[src/rtl/core/lgs_pkg.sv]
// Shared types and constants for the life generation stencil core.
// No dependencies; compile first.
package lgs_pkg;

  localparam int unsigned CFG_W   = 6;
  localparam int unsigned COORD_W = 5;
  localparam int unsigned RES_MAX = 4;

  localparam logic [CFG_W-1:0] GRID_ROWS_RST = 6'd25;
  localparam logic [CFG_W-1:0] GRID_COLS_RST = 6'd25;

  typedef enum logic [0:0] {
    CFG_GRID_ROWS = 1'b0,
    CFG_GRID_COLS = 1'b1
  } cfg_idx_t;

  // column slice of the window: [0] two rows up, [1] row above, [2] current row
  typedef logic [2:0] win_t;

  typedef struct packed {
    logic load;
    logic shift;
    logic clear;
    logic din;
  } cell_ctl_t;

  typedef struct packed {
    logic               next_alive;
    logic [COORD_W-1:0] out_row;
    logic [COORD_W-1:0] out_col;
    logic               grid_done;
  } res_t;

endpackage

[src/rtl/core/lgs_chan_if.sv]
// Valid/ready channel interfaces for cell words in and result words out.
// Depends on lgs_pkg.
interface lgs_in_if;
  logic valid;
  logic ready;
  logic cell_alive;

  modport source (output valid, output cell_alive, input ready);
  modport sink (input valid, input cell_alive, output ready);
endinterface

interface lgs_out_if;
  import lgs_pkg::*;
  logic               valid;
  logic               ready;
  logic               next_alive;
  logic [COORD_W-1:0] out_row;
  logic [COORD_W-1:0] out_col;
  logic               grid_done;

  modport source (output valid, output next_alive, output out_row, output out_col,
                  output grid_done, input ready);
  modport sink (input valid, input next_alive, input out_row, input out_col,
                input grid_done, output ready);
endinterface

[src/rtl/core/lgs_cell.sv]
// One column cell: holds three window rows of one column and evaluates the
// life rule for its column from its own and its neighbors' bits. Depends on lgs_pkg.
module lgs_cell (
  input  logic               clk,
  input  logic               rst_n,
  input  lgs_pkg::cell_ctl_t ctl,
  input  logic               wr_en,
  input  logic               in_grid,
  input  lgs_pkg::win_t      left_bits,
  input  lgs_pkg::win_t      right_bits,
  output lgs_pkg::win_t      own_bits,
  output logic               life_mid,
  output logic               life_bot
);
  import lgs_pkg::*;

  win_t win_r;
  win_t win_nxt;
  win_t staged;

  function automatic logic life_rule(input logic self_alive, input logic [3:0] n);
    life_rule = self_alive ? (n == 4'd2 || n == 4'd3) : (n == 4'd3);
  endfunction

  always_comb begin
    staged = ctl.shift ? {1'b0, win_r[2:1]} : win_r;
    if (wr_en) begin
      staged[2] = ctl.din;
    end
    win_nxt = ctl.clear ? '0 : staged;
  end

  assign own_bits = in_grid ? staged : '0;

  always_comb begin
    logic [3:0] n_mid;
    logic [3:0] n_bot;
    n_mid = 4'(left_bits[0]) + 4'(left_bits[1]) + 4'(left_bits[2])
          + 4'(right_bits[0]) + 4'(right_bits[1]) + 4'(right_bits[2])
          + 4'(own_bits[0]) + 4'(own_bits[2]);
    n_bot = 4'(left_bits[1]) + 4'(left_bits[2])
          + 4'(right_bits[1]) + 4'(right_bits[2]) + 4'(own_bits[1]);
    life_mid = life_rule(own_bits[1], n_mid);
    life_bot = life_rule(own_bits[2], n_bot);
  end

  always_ff @(posedge clk) begin
    if (!rst_n) begin
      win_r <= '0;
    end else if (ctl.load) begin
      win_r <= win_nxt;
    end
  end

endmodule

[src/rtl/core/life_generation_stencil_core.sv]
// Top level of the life generation stencil: a row of column cells holding a
// three-row window, counters, configuration and a four-word result buffer.
// Depends on lgs_pkg, lgs_chan_if and lgs_cell.
//
// One generation of Conway's Life on a grid of grid_rows x grid_cols (clamped
// to 1..MAX_ROWS and 1..MAX_COLS), cells streamed one bit per word in raster
// order, cells outside the grid dead. A cell's result leaves as soon as the
// row below it has reached the next column, with its row and column; the last
// result of a grid has grid_done set, after which the window and counters
// start over. One word is taken per clock while each word yields at most one
// result and the output is ready (every word but the last of a row, outside
// the last row); the buffer drains one word per clock while the output is
// ready, and the next input is taken in the cycle its last result leaves.
// A word's first result is registered and offered in the cycle after it is taken.
module life_generation_stencil_core #(
  parameter int unsigned MAX_COLS = 32,
  parameter int unsigned MAX_ROWS = 32
) (
  input  logic                             clk,
  input  logic                             rst_n,
  input  logic                             cfg_wr_en,
  input  lgs_pkg::cfg_idx_t                cfg_index,
  input  logic [lgs_pkg::CFG_W-1:0]        cfg_wdata,
  lgs_in_if.sink                           in_chan,
  lgs_out_if.source                        out_chan
);
  import lgs_pkg::*;

  localparam int unsigned CLW = $clog2(MAX_COLS);
  localparam int unsigned RLW = $clog2(MAX_ROWS);
  localparam int unsigned CCW = ($clog2(MAX_COLS + 1) > CFG_W + 1) ?
                                $clog2(MAX_COLS + 1) : CFG_W + 1;
  localparam int unsigned RCW = ($clog2(MAX_ROWS + 1) > CFG_W + 1) ?
                                $clog2(MAX_ROWS + 1) : CFG_W + 1;
  localparam int unsigned CXW = (CLW > COORD_W) ? CLW : COORD_W;
  localparam int unsigned RXW = (RLW > COORD_W) ? RLW : COORD_W;

  logic [CFG_W-1:0] grid_rows_r;
  logic [CFG_W-1:0] grid_cols_r;
  logic [CLW-1:0]   col_r;
  logic [RLW-1:0]   row_r;
  res_t             res_r [RES_MAX];
  logic [2:0]       cnt_r;

  logic [CCW-1:0]   cols_c;
  logic [RCW-1:0]   rows_c;
  logic             last_col;
  logic             last_row;
  logic             accept;
  logic             pop;
  cell_ctl_t        ctl;

  win_t             bits    [MAX_COLS];
  logic             in_grid [MAX_COLS];
  logic             wr_en   [MAX_COLS];
  logic             mid_v   [MAX_COLS];
  logic             bot_v   [MAX_COLS];

  res_t             cand    [RES_MAX];
  logic             cand_v  [RES_MAX];
  res_t             list    [RES_MAX];
  logic [2:0]       list_n;

  // configuration
  always_ff @(posedge clk) begin
    if (!rst_n) begin
      grid_rows_r <= GRID_ROWS_RST;
      grid_cols_r <= GRID_COLS_RST;
    end else if (cfg_wr_en) begin
      case (cfg_index)
        CFG_GRID_ROWS: grid_rows_r <= cfg_wdata;
        CFG_GRID_COLS: grid_cols_r <= cfg_wdata;
        default: ;
      endcase
    end
  end

  always_comb begin
    if (grid_cols_r == '0) begin
      cols_c = CCW'(1);
    end else if (CCW'(grid_cols_r) > CCW'(MAX_COLS)) begin
      cols_c = CCW'(MAX_COLS);
    end else begin
      cols_c = CCW'(grid_cols_r);
    end
    if (grid_rows_r == '0) begin
      rows_c = RCW'(1);
    end else if (RCW'(grid_rows_r) > RCW'(MAX_ROWS)) begin
      rows_c = RCW'(MAX_ROWS);
    end else begin
      rows_c = RCW'(grid_rows_r);
    end
  end

  assign last_col = (CCW'(col_r) + CCW'(1)) >= cols_c;
  assign last_row = (RCW'(row_r) + RCW'(1)) >= rows_c;

  assign in_chan.ready = (cnt_r == 3'd0) || (cnt_r == 3'd1 && out_chan.ready);
  assign accept        = in_chan.valid && in_chan.ready;
  assign pop           = out_chan.valid && out_chan.ready;

  assign ctl.load  = accept;
  assign ctl.shift = (col_r == '0);
  assign ctl.clear = last_col && last_row;
  assign ctl.din   = in_chan.cell_alive;

  // cell row
  for (genvar k = 0; k < MAX_COLS; k++) begin : g_cell
    win_t lb;
    win_t rb;
    assign in_grid[k] = CCW'(k) < cols_c;
    assign wr_en[k]   = (col_r == CLW'(k));
    if (k == 0) begin : g_l0
      assign lb = '0;
    end else begin : g_l
      assign lb = bits[k-1];
    end
    if (k == MAX_COLS - 1) begin : g_r0
      assign rb = '0;
    end else begin : g_r
      assign rb = bits[k+1];
    end
    lgs_cell u_cell (
      .clk        (clk),
      .rst_n      (rst_n),
      .ctl        (ctl),
      .wr_en      (wr_en[k]),
      .in_grid    (in_grid[k]),
      .left_bits  (lb),
      .right_bits (rb),
      .own_bits   (bits[k]),
      .life_mid   (mid_v[k]),
      .life_bot   (bot_v[k])
    );
  end

  // result candidates in emission order
  always_comb begin
    logic [CLW-1:0] col_m1;
    logic [RLW-1:0] row_m1;
    logic [CXW-1:0] cx_cur;
    logic [CXW-1:0] cx_m1;
    logic [RXW-1:0] rx_cur;
    logic [RXW-1:0] rx_m1;
    col_m1 = col_r - CLW'(1);
    row_m1 = row_r - RLW'(1);
    cx_cur = CXW'(col_r);
    cx_m1  = CXW'(col_m1);
    rx_cur = RXW'(row_r);
    rx_m1  = RXW'(row_m1);

    cand_v[0] = (row_r != '0) && (col_r != '0);
    cand_v[1] = (row_r != '0) && last_col;
    cand_v[2] = last_row && (col_r != '0);
    cand_v[3] = last_row && last_col;

    cand[0] = '{next_alive: mid_v[col_m1], out_row: rx_m1[COORD_W-1:0],
                out_col: cx_m1[COORD_W-1:0], grid_done: 1'b0};
    cand[1] = '{next_alive: mid_v[col_r], out_row: rx_m1[COORD_W-1:0],
                out_col: cx_cur[COORD_W-1:0], grid_done: 1'b0};
    cand[2] = '{next_alive: bot_v[col_m1], out_row: rx_cur[COORD_W-1:0],
                out_col: cx_m1[COORD_W-1:0], grid_done: 1'b0};
    cand[3] = '{next_alive: bot_v[col_r], out_row: rx_cur[COORD_W-1:0],
                out_col: cx_cur[COORD_W-1:0], grid_done: 1'b1};
  end

  always_comb begin
    list_n = 3'd0;
    for (int i = 0; i < RES_MAX; i++) begin
      list[i] = cand[3];
    end
    for (int i = 0; i < RES_MAX; i++) begin
      if (cand_v[i]) begin
        list[list_n[1:0]] = cand[i];
        list_n = list_n + 3'd1;
      end
    end
  end

  // counters
  always_ff @(posedge clk) begin
    if (!rst_n) begin
      col_r <= '0;
      row_r <= '0;
    end else if (accept) begin
      if (last_col) begin
        col_r <= '0;
        row_r <= last_row ? '0 : row_r + RLW'(1);
      end else begin
        col_r <= col_r + CLW'(1);
      end
    end
  end

  // result buffer, word 0 at the head
  always_ff @(posedge clk) begin
    if (!rst_n) begin
      cnt_r <= 3'd0;
    end else if (accept) begin
      cnt_r <= list_n;
    end else if (pop) begin
      cnt_r <= cnt_r - 3'd1;
    end
  end

  always_ff @(posedge clk) begin
    if (accept) begin
      for (int i = 0; i < RES_MAX; i++) begin
        res_r[i] <= list[i];
      end
    end else if (pop) begin
      for (int i = 0; i < RES_MAX - 1; i++) begin
        res_r[i] <= res_r[i+1];
      end
    end
  end

  assign out_chan.valid      = (cnt_r != 3'd0);
  assign out_chan.next_alive = res_r[0].next_alive;
  assign out_chan.out_row    = res_r[0].out_row;
  assign out_chan.out_col    = res_r[0].out_col;
  assign out_chan.grid_done  = res_r[0].grid_done;

endmodule
[src/flat_wrapper.sv]
// flat-port wrapper written by rule: the top's interface ports become plain ports
module life_generation_stencil_core_flat import lgs_pkg::*;
#(
  parameter int unsigned MAX_COLS = 32,
  parameter int unsigned MAX_ROWS = 32
)
  (clk, rst_n, cfg_wr_en, cfg_index, cfg_wdata, in_chan_valid, in_chan_cell_alive, in_chan_ready, out_chan_valid, out_chan_next_alive, out_chan_out_row, out_chan_out_col, out_chan_grid_done, out_chan_ready);
  lgs_in_if in_chan_i ();
  lgs_out_if out_chan_i ();
  input  logic clk;
  input  logic rst_n;
  input  logic cfg_wr_en;
  input  lgs_pkg::cfg_idx_t cfg_index;
  input  logic [lgs_pkg::CFG_W-1:0] cfg_wdata;
  input wire logic [$bits(in_chan_i.valid)-1:0] in_chan_valid;
  input wire logic [$bits(in_chan_i.cell_alive)-1:0] in_chan_cell_alive;
  output wire logic [$bits(in_chan_i.ready)-1:0] in_chan_ready;
  output wire logic [$bits(out_chan_i.valid)-1:0] out_chan_valid;
  output wire logic [$bits(out_chan_i.next_alive)-1:0] out_chan_next_alive;
  output wire logic [$bits(out_chan_i.out_row)-1:0] out_chan_out_row;
  output wire logic [$bits(out_chan_i.out_col)-1:0] out_chan_out_col;
  output wire logic [$bits(out_chan_i.grid_done)-1:0] out_chan_grid_done;
  input wire logic [$bits(out_chan_i.ready)-1:0] out_chan_ready;
  assign in_chan_i.valid = in_chan_valid;
  assign in_chan_i.cell_alive = in_chan_cell_alive;
  assign in_chan_ready = in_chan_i.ready;
  assign out_chan_valid = out_chan_i.valid;
  assign out_chan_next_alive = out_chan_i.next_alive;
  assign out_chan_out_row = out_chan_i.out_row;
  assign out_chan_out_col = out_chan_i.out_col;
  assign out_chan_grid_done = out_chan_i.grid_done;
  assign out_chan_i.ready = out_chan_ready;
  life_generation_stencil_core #(.MAX_COLS(MAX_COLS), .MAX_ROWS(MAX_ROWS)) u_core (.clk(clk), .rst_n(rst_n), .cfg_wr_en(cfg_wr_en), .cfg_index(cfg_index), .cfg_wdata(cfg_wdata), .in_chan(in_chan_i), .out_chan(out_chan_i));
endmodule
[config.mk]
export PLATFORM = sky130hd
export DESIGN_NAME = life_generation_stencil_core_flat
export DESIGN_NICKNAME = d
export VERILOG_FILES = /design/src/rtl/core/lgs_pkg.sv /design/src/rtl/core/lgs_chan_if.sv /design/src/rtl/core/lgs_cell.sv /design/src/rtl/core/life_generation_stencil_core.sv /design/src/flat_wrapper.sv
export SDC_FILE = /design/constraint.sdc
export NUM_CORES = 1
export LEC_CHECK = 0
export ABC_AREA = 1
export BUFFER_PORTS_ARGS = -buffer_cell sky130_fd_sc_hd__buf_2
export CAP_MARGIN = 5
export CORE_MARGIN = 5
export CORE_UTILIZATION = 40
export DETAILED_ROUTE_END_ITERATION = 16
export MAX_ROUTING_LAYER = met4
export SKIP_LAST_GASP = 1
export SYNTH_ARGS = -nofsm -noshare
export SYNTH_HDL_FRONTEND = slang
export SYNTH_HIERARCHICAL = 1
export SYNTH_SLANG_ARGS = --single-unit
[constraint.sdc]
create_clock -name clk -period 7.5 [get_ports clk]
set_input_delay 0.75 -clock clk [delete_from_list [all_inputs] [get_ports clk]]
set_output_delay 0.75 -clock clk [all_outputs]
set_load 0.05 [all_outputs]
==> summary.txt, run 1 <==
Route
  – Violation count after the first detailed-routing iteration: ~1200
  – Vias per cell: 4.79
  – Total Routed Length: around 54 mm
  – Detail-routed net length per standard cell: 14.7 um
  – Met2 wirelength from detailed routing: between 20 and 25 mm
  – Via count of the routed design: about 18000
  – DRC: 0
  – Remaining antenna violation count: 0
  – Length of the first detailed-routing pass in iterations: 6
  – Highest metal layer with signal wires: met4
  – Wire length on met1: roughly 26 mm
  – DR WL met3: about 2.6 mm

Clock tree
  – Clock edge transition at the registers on the reported setup and hold paths: 0.08 ns
  – Root Buffer Master: clkbuf_16
  – CTS tree: done
  – Cells resized by post-CTS repair: 0
  – Hold_buf cts: 0
  – Clock latency of the later-clocked register in the worst-skew pair: 0.47 ns
  – Post-CTS Setup Bufs: 0
  – Clk buf depth: 2
  – H-tree depth: 4
  – TritonCTS sink count: 169
  – Total CTS buffers: 17

Job
  – Max capacitance violation total: 0

Hold path
  – Worst min-delay path class: reg2reg

Synthesis
  – Compound-cell area share of the yosys netlist: 10.5%
  – Distinct cell type count after synthesis: between 40 and 50
  – Seq/Total Area, Yosys: 18.4%
  – Average size of a mapped cell: 7.05 um2
  – Adder-cell area share of the yosys netlist: 27.8%
  – Number of cells produced by synthesis: 2976
  – Fraction of synthesized area in multiplexers: 0%
  – Cell with the most instances after synthesis: nand2_1
  – Synth Area in XOR/XNOR: 0.608%
  – Commonest register cell after synthesis: dfxtp_1
  – Warnings, synthesis: 6
  – Biggest area consumer among synthesized cells: fa_1
  – Number of enable-type register cells in the synthesized netlist: 48
  – Ranking of synthesized cells by instance count: nand2_1 (820), inv_1 (694), fa_1 (193)
  – Simple-gate share of the synthesized area: 28.0%
  – Fraction of post-synthesis cell area in the top cell type by area: 18.4%
  – Synth area leaders: fa_1 (18%), nand2_1 (15%), inv_1 (12%), dfxtp_1 (12%), ha_1 (9.4%)
  – Dominant combinational cell family by area after synthesis: simple AND/OR/NAND/NOR gates
  – Synth Cell Area: 0.0210 mm2
  – Post-synth ARST share: 0%
  – Seq cells post-synth: between 150 and 200

STA
  – Final setup violation count: 0
  – Setup Total Neg Slack: 0 ns
  – Setup WS post-layout: 1.10 ns
  – Final worst clock skew: 0.0179 ns
  – Number of pins with negative max-slew slack in the final report: 0
  – Maximum clock rate: 156 MHz
  – Unrepaired setup endpoints after global routing: no
  – Final Critical Period: 6.40 ns
  – Slew at the pin closest to its max-slew limit: approximately 1.2 ns
  – Hold Violations, Final: 0
  – Period Utilization, post-route: 85.3%
  – Post-route worst hold slack: 0.436 ns
  – Headroom to the max-slew limit: 22.6%

Final layout
  – Layout cell share with drive strength beyond 1: 12.1%
  – Synth-to-layout area growth: 7.59%
  – Multi-input logic area: 0.0141 mm2
  – Finished layout cell area: between 0.02 and 0.025 mm2
  – Storage cell area: around 0.0039 mm2
  – Layout net count: 3373
  – Final non-filler cell total: 3710
  – Final core occ: a little over two fifths
  – Filler instances: 5373
  – Number of antenna cells inserted: 0

Floorplan
  – I/O pins: 27
  – CORE AREA: 0.0522 mm2
  – Die H: 239 um
  – Die X-Extent: 239 um
  – Initial core utilization: 40.2%
  – Die Footprint: 0.0572 mm2
  – Row Count: 84

Setup path
  – Startpoint-to-endpoint class of the critical path: reg2reg
  – CP required: 7.83 ns
  – Arr. time, crit path: between 6 and 7 ns
  – Delay-heaviest family, CP: adder cells
  – Worst-path cell with the longest stage delay: fa_1
  – Buffers & Inverters on Critical Path: 6
  – CP max stage delay: ~0.55 ns
  – Critical path capture point type: flip-flop
  – Worst Path Max Fanout: 48
  – Startpoint class of the critical path: flip-flop
  – Worst-case register-to-register setup slack: 1.10 ns

Placement
  – Port bufs: 26
  – Last weighted congestion value of the routability-driven placer: 0.907
  – Post-placement setup slack: 1.13 ns
  – Post-DP Area: 0.0220 mm2
  – HPWL after DPL: 41.7 mm
  – Cell count after placement: 3678

Power
  – Leakage power: 11.0 nW
  – Power Density: 237 mW/mm2
  – Largest voltage drop on the vdd net: 207 uV
  – Overall power consumption: roughly 5.4 mW

GRT
  – Aggregate global-route resource usage: between 10% and 20%
  – Final global-route overflow total: 0
  – Vias in the first global route: 17000
  – Number of antenna violations at the first check in global routing: 0
  – Pin count of the biggest net entering global routing: 57
  – Global-route wire length before repair: 89.7 mm

Status
  – Status: completed
[power by group]
part           total [mW]  switching, mW  internal (mW)
logic                3.17           2.39          0.782
registers            1.24         0.0693           1.17
clock network       0.947          0.470          0.477
total                5.35           2.93           2.43
[path summary, 6_finish.rpt]
check	cells past startpoint	end	startpoint
hold reg to reg	0	u_core/res_r[0][46]$_DFFE_PP_	u_core/row_r[4]$_SDFFE_PN0P_
setup / recovery	28	u_core/res_r[0][11]$_DFFE_PP_	u_core/col_r[2]$_SDFFE_PN0P_
hold / removal	0	u_core/res_r[0][46]$_DFFE_PP_	u_core/row_r[4]$_SDFFE_PN0P_
setup reg to reg	28	u_core/res_r[0][11]$_DFFE_PP_	u_core/col_r[2]$_SDFFE_PN0P_
[final cells by class]
type | instances | share of cell area [%]
clock buffer | 17 | 1.88
tap | 688 | 3.81
inverter | 739 | 12.3
multi-input combinational | 2028 | 62.5
timing repair buffer | 54 | 1.56
clock inverter | 15 | 0.798
sequential | 169 | 17.1
[kinds of logic after synthesis]
logic type,Yosys count
AND/OR/NAND/NOR,1304
buffers and inverters,791
adder cells (fa/ha/maj),351
AO/OA/AOI/OAI,347
flip-flops,169
XOR/XNOR,12
other,2
[sequential cells by signal (all words and copies together), names as in the netlist]
register,cells
u_core/g_cell.u_cell/win_r,96
u_core/res_r,48
u_core/grid_cols_r,6
u_core/grid_rows_r,6
u_core/col_r,5
u_core/row_r,5
u_core/cnt_r,3
[cells in the final DEF (no fill, tap or decap), drive strengths merged, types with 5 or more instances in the layout]
cell    instances
nand2         904
inv           745
fa            193
a21oi         186
nand3         178
ha            158
nor2          151
dfxtp         121
o21ai          69
a21boi         55
buf            54
edfxtp         48
nand3b         34
nor3           32
o211ai         24
clkbuf         17
conb           14
xor2           11
a211oi          6
clkinv          6
nand4           5
[per-layer routing]
metal  global-route usage, %  vias up
li1                        -     9118
met1                    27.8     8185
met5                       -        -
met4                    3.98        0
met2                    31.6      401
met3                    2.49       55
No activity file was read; power rests on OpenSTA's default activity.
==> run 2: changes to the inputs <==
Settings changed: REMOVE_ABC_BUFFERS from default to 1.
==> run 2 against run 1 <==
  * Via count is 0.42% lower
  * Critical endpoint is now u_core/res_r[0][23]$_DFFE_PP_
  * Non-clock buffer count fell by 1
  * Critical path type unchanged
  * Clock power down 6.5%
  * Routed wire length down 0.84%
  * Utilization shrank 0.089 points
  * Largest power group unchanged
  * Cell area decreased by 0.20%
==> summary.txt, run 2 (synthesis results as in run 1) <==
Status
  – Status: completed

Route
  – DR WL met3: around 3.2 mm
  – Total Routed Length: ~54 mm
  – Length of the first detailed-routing pass in iterations: 5
  – Remaining antenna violation count: 0
  – Detail-routed net length per standard cell: 14.6 um
  – Via count of the routed design: 17700
  – Met2 wirelength from detailed routing: around 25 mm
  – Wire length on met1: 25.5 mm
  – Violation count after the first detailed-routing iteration: around 1100
  – Highest metal layer with signal wires: met4
  – DRC: 0
  – Vias per cell: 4.77

STA
  – Unrepaired setup endpoints after global routing: no
  – Period Utilization, post-route: 86.2%
  – Hold Violations, Final: 0
  – Number of pins with negative max-slew slack in the final report: 0
  – Final worst clock skew: 0.0154 ns
  – Slew at the pin closest to its max-slew limit: 0.979 ns
  – Final setup violation count: 0
  – Post-route worst hold slack: 0.431 ns
  – Headroom to the max-slew limit: 34.4%
  – Maximum clock rate: ~150 MHz
  – Final Critical Period: roughly 6.5 ns

Placement
  – Port bufs: 26
  – HPWL after DPL: 41.4 mm
  – Last weighted congestion value of the routability-driven placer: 0.933

Floorplan
  – Row Count: 84
  – Die Footprint: 0.0572 mm2
  – I/O pins: 27
  – CORE AREA: 0.0522 mm2
  – Die H: 239 um
  – Initial core utilization: around 40%
  – Die X-Extent: 239 um

Setup path
  – Cell repeated most along the worst path: nand2_1
  – Worst-case register-to-register setup slack: 1.03 ns
  – Arr. time, crit path: 6.69 ns
  – Worst Path Max Fanout: 6
  – Critical path capture point type: flip-flop
  – Startpoint-to-endpoint class of the critical path: reg2reg
  – CP required: 7.72 ns
  – Worst-path cell with the longest stage delay: a21oi_1
  – CP max stage delay: 0.54 ns
  – Startpoint class of the critical path: flip-flop

Clock tree
  – H-tree depth: 4
  – Cells resized by post-CTS repair: 0
  – Hold_buf cts: 0
  – Root Buffer Master: clkbuf_16
  – Clk buf depth: 2
  – Clock latency of the later-clocked register in the worst-skew pair: 0.47 ns
  – CTS tree: done
  – TritonCTS sink count: 169
  – Post-CTS Setup Bufs: 0
  – Clock edge transition at the registers on the reported setup and hold paths: 0.07 ns
  – Total CTS buffers: 17

Final layout
  – Top library cells by usage in the layout, fill and taps aside: nand2_1 (820), inv_1 (692), fa_1 (193)
  – Final core occ: 43.2%
  – Synth-to-layout area growth: 7.37%
  – Layout cell share with drive strength beyond 1: around 12%
  – Register with the most flip-flops: u_core/g_cell.u_cell/win_r
  – Largest registers: u_core/g_cell.u_cell/win_r x96, u_core/res_r x48
  – Filler instances: 5366
  – Layout net count: ~3400
  – Most common cell after layout, fill and taps aside: nand2_1
  – Number of flip-flops in the largest register: 96
  – Number of antenna cells inserted: 0
  – Storage cell area: about 0.0039 mm2
  – Multi-input logic area: between 0.01 and 0.015 mm2

Power
  – Power Density: 236 mW/mm2
  – Largest voltage drop on the vdd net: 173 uV
  – Leakage power: 11.0 nW

Hold path
  – Worst min-delay path class: reg2reg

GRT
  – Aggregate global-route resource usage: 19.8%
  – Number of antenna violations at the first check in global routing: 0
  – Pin count of the biggest net entering global routing: 57
  – Final global-route overflow total: 0
  – Global-route wire length before repair: around 90 mm
  – Vias in the first global route: 16700

Job
  – Max capacitance violation total: 0
## run 2: path summary, 6_finish.rpt
kind | start | to | depth (start not counted)
setup / recovery | u_core/grid_cols_r[3]$_SDFFE_PN1P_ | u_core/res_r[0][23]$_DFFE_PP_ | 28
hold / removal | u_core/row_r[4]$_SDFFE_PN0P_ | u_core/res_r[0][46]$_DFFE_PP_ | 0
setup reg to reg | u_core/grid_cols_r[3]$_SDFFE_PN1P_ | u_core/res_r[0][23]$_DFFE_PP_ | 28
hold reg to reg | u_core/row_r[4]$_SDFFE_PN0P_ | u_core/res_r[0][46]$_DFFE_PP_ | 0
## run 2: stage by stage
stage | instances | setup slack, ns | area [um2] | TNS [ns] | power (mW)
finish | 3709 | 1.03 | 22500 | 0 | 5.33
global route | 3709 | 0.537 | 22500 | 0 | 5.75
CTS | 3709 | 1.06 | 22500 | 0 | 5.33
detailed placement | 3677 | 1.09 | 22000 | 0 | 4.43
global placement | 3677 | 1.15 | 22000 | 0 | 4.41
floorplan | 2936 | -1.52 | 20700 | -3.41 | 3.49
## run 2: where the power goes
group / switching (mW) / internal [mW]
sequential: 0.0712 / 1.17
combinational: 2.40 / 0.805
clock: 0.440 / 0.445
## run 2: per-layer routing
layer | GRT usage (%) | vias to the layer above
met1 | 27.5 | 8146
met4 | 3.87 | 0
met5 | - | -
met2 | 30.8 | 374
li1 | - | 9117
met3 | 3.35 | 48
## run 2: worst max-delay path: cells and delay by family (launching register included)
family / cells / cell delay, ns
flip-flops: 1 / 0.35
AO/OA/AOI/OAI: 9 / 2.30
AND/OR/NAND/NOR: 10 / 1.12
buffers and inverters: 4 / 0.36
adder cells (fa/ha/maj): 5 / 2.08
## run 2: layout make-up
cell class	instances	area share [%]
multi-input combinational	2028	62.7
sequential	169	17.1
inverter	739	12.3
tap	688	3.82
clock buffer	19	1.98
timing repair buffer	53	1.59
clock inverter	13	0.477
==> run 3: changes to the inputs <==
Settings changed: SYNTH_HIERARCHICAL 1 to default.
==> run 3 against run 2 <==
  * Clock skew shrank 0.0072 ns
  * First-iteration DRC count grew 30%
  * Global-route usage rose by 3.3 points
  * Critical path depth down 1
  * Highest routed layer unchanged
  * Synthesized cell count down 7.4%
  * Power rose by 43%
  * Register-to-register slack better by 0.07 ns
  * Sequential share of layout area increased by 1.6 points
  * Die area decreased by 7.4%
==> summary.txt, run 3 <==
Clock tree
  – Clk buf depth: 2
  – Post-CTS Setup Bufs: 0
  – H-tree depth: 4
  – Hold_buf cts: 0
  – Clock latency of the later-clocked register in the worst-skew pair: 0.47 ns
  – Clock edge transition at the registers on the reported setup and hold paths: 0.07 ns
  – Root Buffer Master: clkbuf_16
  – Cells resized by post-CTS repair: 0
  – TritonCTS sink count: 169
  – Total CTS buffers: 17
  – CTS tree: done

STA
  – Setup Total Neg Slack: 0 ns
  – Period Utilization, post-route: 85.3%
  – Final worst clock skew: 0.00815 ns
  – Number of pins with negative max-slew slack in the final report: 0
  – Final Critical Period: around 6.4 ns
  – Unrepaired setup endpoints after global routing: no
  – Headroom to the max-slew limit: 9.24%
  – Slew at the pin closest to its max-slew limit: 1.36 ns
  – Maximum clock rate: ~160 MHz
  – Final setup violation count: 0
  – Hold Violations, Final: 0

Synthesis
  – Number of enable-type register cells in the synthesized netlist: 48
  – Commonest register cell after synthesis: dfxtp_1
  – Distinct cell type count after synthesis: 45
  – Seq/Total Area, Yosys: 19.9%
  – Biggest area consumer among synthesized cells: fa_1
  – Fraction of post-synthesis cell area in the top cell type by area: between 10% and 20%
  – Number of cells produced by synthesis: 2757
  – Synth area leaders: fa_1 (19%), nand2_1 (16%), dfxtp_1 (13%), ha_1 (10%), inv_1 (8.4%)
  – Ranking of synthesized cells by instance count: nand2_1 (821), inv_1 (431), nand3_1 (213)
  – Seq cells post-synth: 169
  – Average size of a mapped cell: 7.03 um2
  – Warnings, synthesis: 0
  – Cell with the most instances after synthesis: nand2_1
  – Synth Cell Area: 0.0194 mm2
  – Post-synth ARST share: 0%

Route
  – DRC: 0
  – Length of the first detailed-routing pass in iterations: 6
  – Total Routed Length: 59.4 mm
  – Violation count after the first detailed-routing iteration: 1471
  – Detail-routed net length per standard cell: 17.7 um
  – Via count of the routed design: 17900
  – Vias per cell: 5.32
  – Remaining antenna violation count: 0

Setup path
  – Startpoint class of the critical path: flip-flop
  – Arr. time, crit path: 6.61 ns
  – Critical register-to-register path startpoint: u_core.col_r[1]$_SDFFE_PN0P_
  – Startpoint-to-endpoint class of the critical path: reg2reg
  – CP required: 7.72 ns
  – Critical path capture point type: flip-flop
  – Source of the critical timing path: u_core.col_r[1]$_SDFFE_PN0P_
  – Worst Path Max Fanout: 81

Power
  – Power Density: about 370 mW/mm2
  – Leakage power: roughly 11 nW
  – Largest voltage drop on the vdd net: 443 uV

GRT
  – Number of antenna violations at the first check in global routing: 1
  – Final global-route overflow total: 0
  – Vias in the first global route: about 18000
  – Global-route wire length before repair: 95.3 mm
  – Pin count of the biggest net entering global routing: just under 90
  – Most utilized layer in the global route result: met2
  – Met2 capacity usage during global routing: around 37%
  – Routing usage on met1: slightly above 30%
  – Met3 GRT Util: 4.21%
  – Aggregate global-route resource usage: between 20% and 30%

Hold path
  – Hold path startpoint: u_core.g_cell[28].u_cell.win_r[0]$_SDFFE_PN0P_
  – Worst min-delay path class: reg2reg

Final layout
  – Layout net count: slightly above 3000
  – Top library cells by usage in the layout, fill and taps aside: nand2_1 (820), inv_1 (430), nand3_1 (213)
  – Number of flip-flops in the largest register: 96
  – Layout cell share with drive strength beyond 1: 4.74%
  – Register with the most flip-flops: u_core.g_cell.u_cell.win_r
  – Finished layout cell area: 0.0206 mm2
  – Synth-to-layout area growth: 6.49%
  – Final core occ: 43.1%
  – Largest registers: u_core.g_cell.u_cell.win_r x96, u_core.res_r x48
  – Most common cell after layout, fill and taps aside: nand2_1

Floorplan
  – Die Footprint: 0.0529 mm2
  – Die X-Extent: 230 um
  – Die H: 230 um
  – I/O pins: 27
  – CORE AREA: 0.0478 mm2
  – Row Count: 80
  – Initial core utilization: 40.5%

Placement
  – Last weighted congestion value of the routability-driven placer: 0.907
  – Port bufs: 26
  – HPWL after DPL: 43.9 mm
  – Post-DP Area: 0.0200 mm2

Job
  – Max capacitance violation total: 0

Status
  – Status: completed
[run 3: cell types whose count changed after synthesis, moves of 34 or more]
| cell | previous run | this run |
|---|---|---|
| a21oi_1 | 142 | 200 |
| nor2_1 | 112 | 193 |
| clkbuf_1 | 14 | 49 |
| o21ai_0 | 55 | 101 |
| nand2_2 | 78 | 5 |
| a21oi_2 | 44 | 1 |
| nand3_1 | 140 | 213 |
| inv_2 | 42 | 8 |
| inv_1 | 694 | 431 |
[run 3: layout make-up]
cell class | count | area, um2
fillers | 5005 | 27200
multi-input cells | 2045 | 13400
flip-flops and latches | 169 | 3860
inverters | 443 | 1670
well taps | 615 | 769
clock buffers | 20 | 448
repair buffers | 52 | 338
clock inverters | 12 | 158
diodes | 1 | 2.50
[run 3: power breakdown]
| part | switching (mW) | internal, mW |
|---|---|---|
| logic | 3.77 | 1.60 |
| clock network | 0.446 | 0.513 |
| registers | 0.113 | 1.21 |
[run 3: worst paths after layout]
path | end | slack [ns] | depth (start not counted)
worst max-delay path | u_core.res_r[0][11]$_DFFE_PP_ | 1.11 | 27
worst min-delay path | u_core.g_cell[28].u_cell.win_r[0]$_SDFFE_PN0P_ | 0.47 | 2
worst max register to register | u_core.res_r[0][11]$_DFFE_PP_ | 1.11 | 27
worst min register to register | u_core.g_cell[28].u_cell.win_r[0]$_SDFFE_PN0P_ | 0.47 | 2
[run 3: logic make-up after synthesis]
group / Yosys count / share of synthesized area (%)
AND/OR/NAND/NOR: 1313 / 28.3
adder cells (fa/ha/maj): 344 / 29.4
flip-flops: 169 / 19.9
multiplexers: 16 / 0.827
AO/OA/AOI/OAI: 357 / 9.69
buffers and inverters: 543 / 11.1
XOR/XNOR: 15 / 0.678
[run 3: metrics by stage]
step | setup slack (ns) | total power, mW | hold WS, ns | cells
6_report | 1.11 | 7.65 | 0.466 | 3357
5_1_grt | 0.687 | 8.40 | 0.480 | 3357
4_1_cts | 1.11 | 7.64 | 0.467 | 3356
3_5_place_dp | 1.13 | 6.66 | 0.455 | 3324
3_3_place_gp | 1.21 | 6.52 | 0.449 | 3324
2_1_floorplan | 0.125 | 4.94 | 0.430 | 2657
[run 3: layer usage]
layer | vias up | part of all wire, %
met5 | - | 0
met4 | 0 | 2.6
met3 | 105 | 6.6
met2 | 575 | 46
met1 | 8536 | 45
li1 | 8649 | -
[run 3: critical path: stages, from the launching register on]
cell and delay, ns:
dfxtp_1 0.54, inv_1 0.20, ha_1 0.27, nand3_4 0.13, buf_12 0.37, mux2i_1 0.28, a21oi_1 0.69, fa_1 0.55
fa_1 0.49, inv_1 0.05, fa_1 0.47, inv_1 0.04, ha_1 0.20, fa_1 0.38, o21ai_0 0.18, a21oi_1 0.08
nand3_1 0.12, nand2_1 0.09, nor2_1 0.12, nand2_1 0.10, a21oi_1 0.14, nand4_1 0.19, nand3_1 0.14, nand2_1 0.06
nand2_1 0.06, nand2_1 0.06, nand2_1 0.07, a21oi_2 0.05
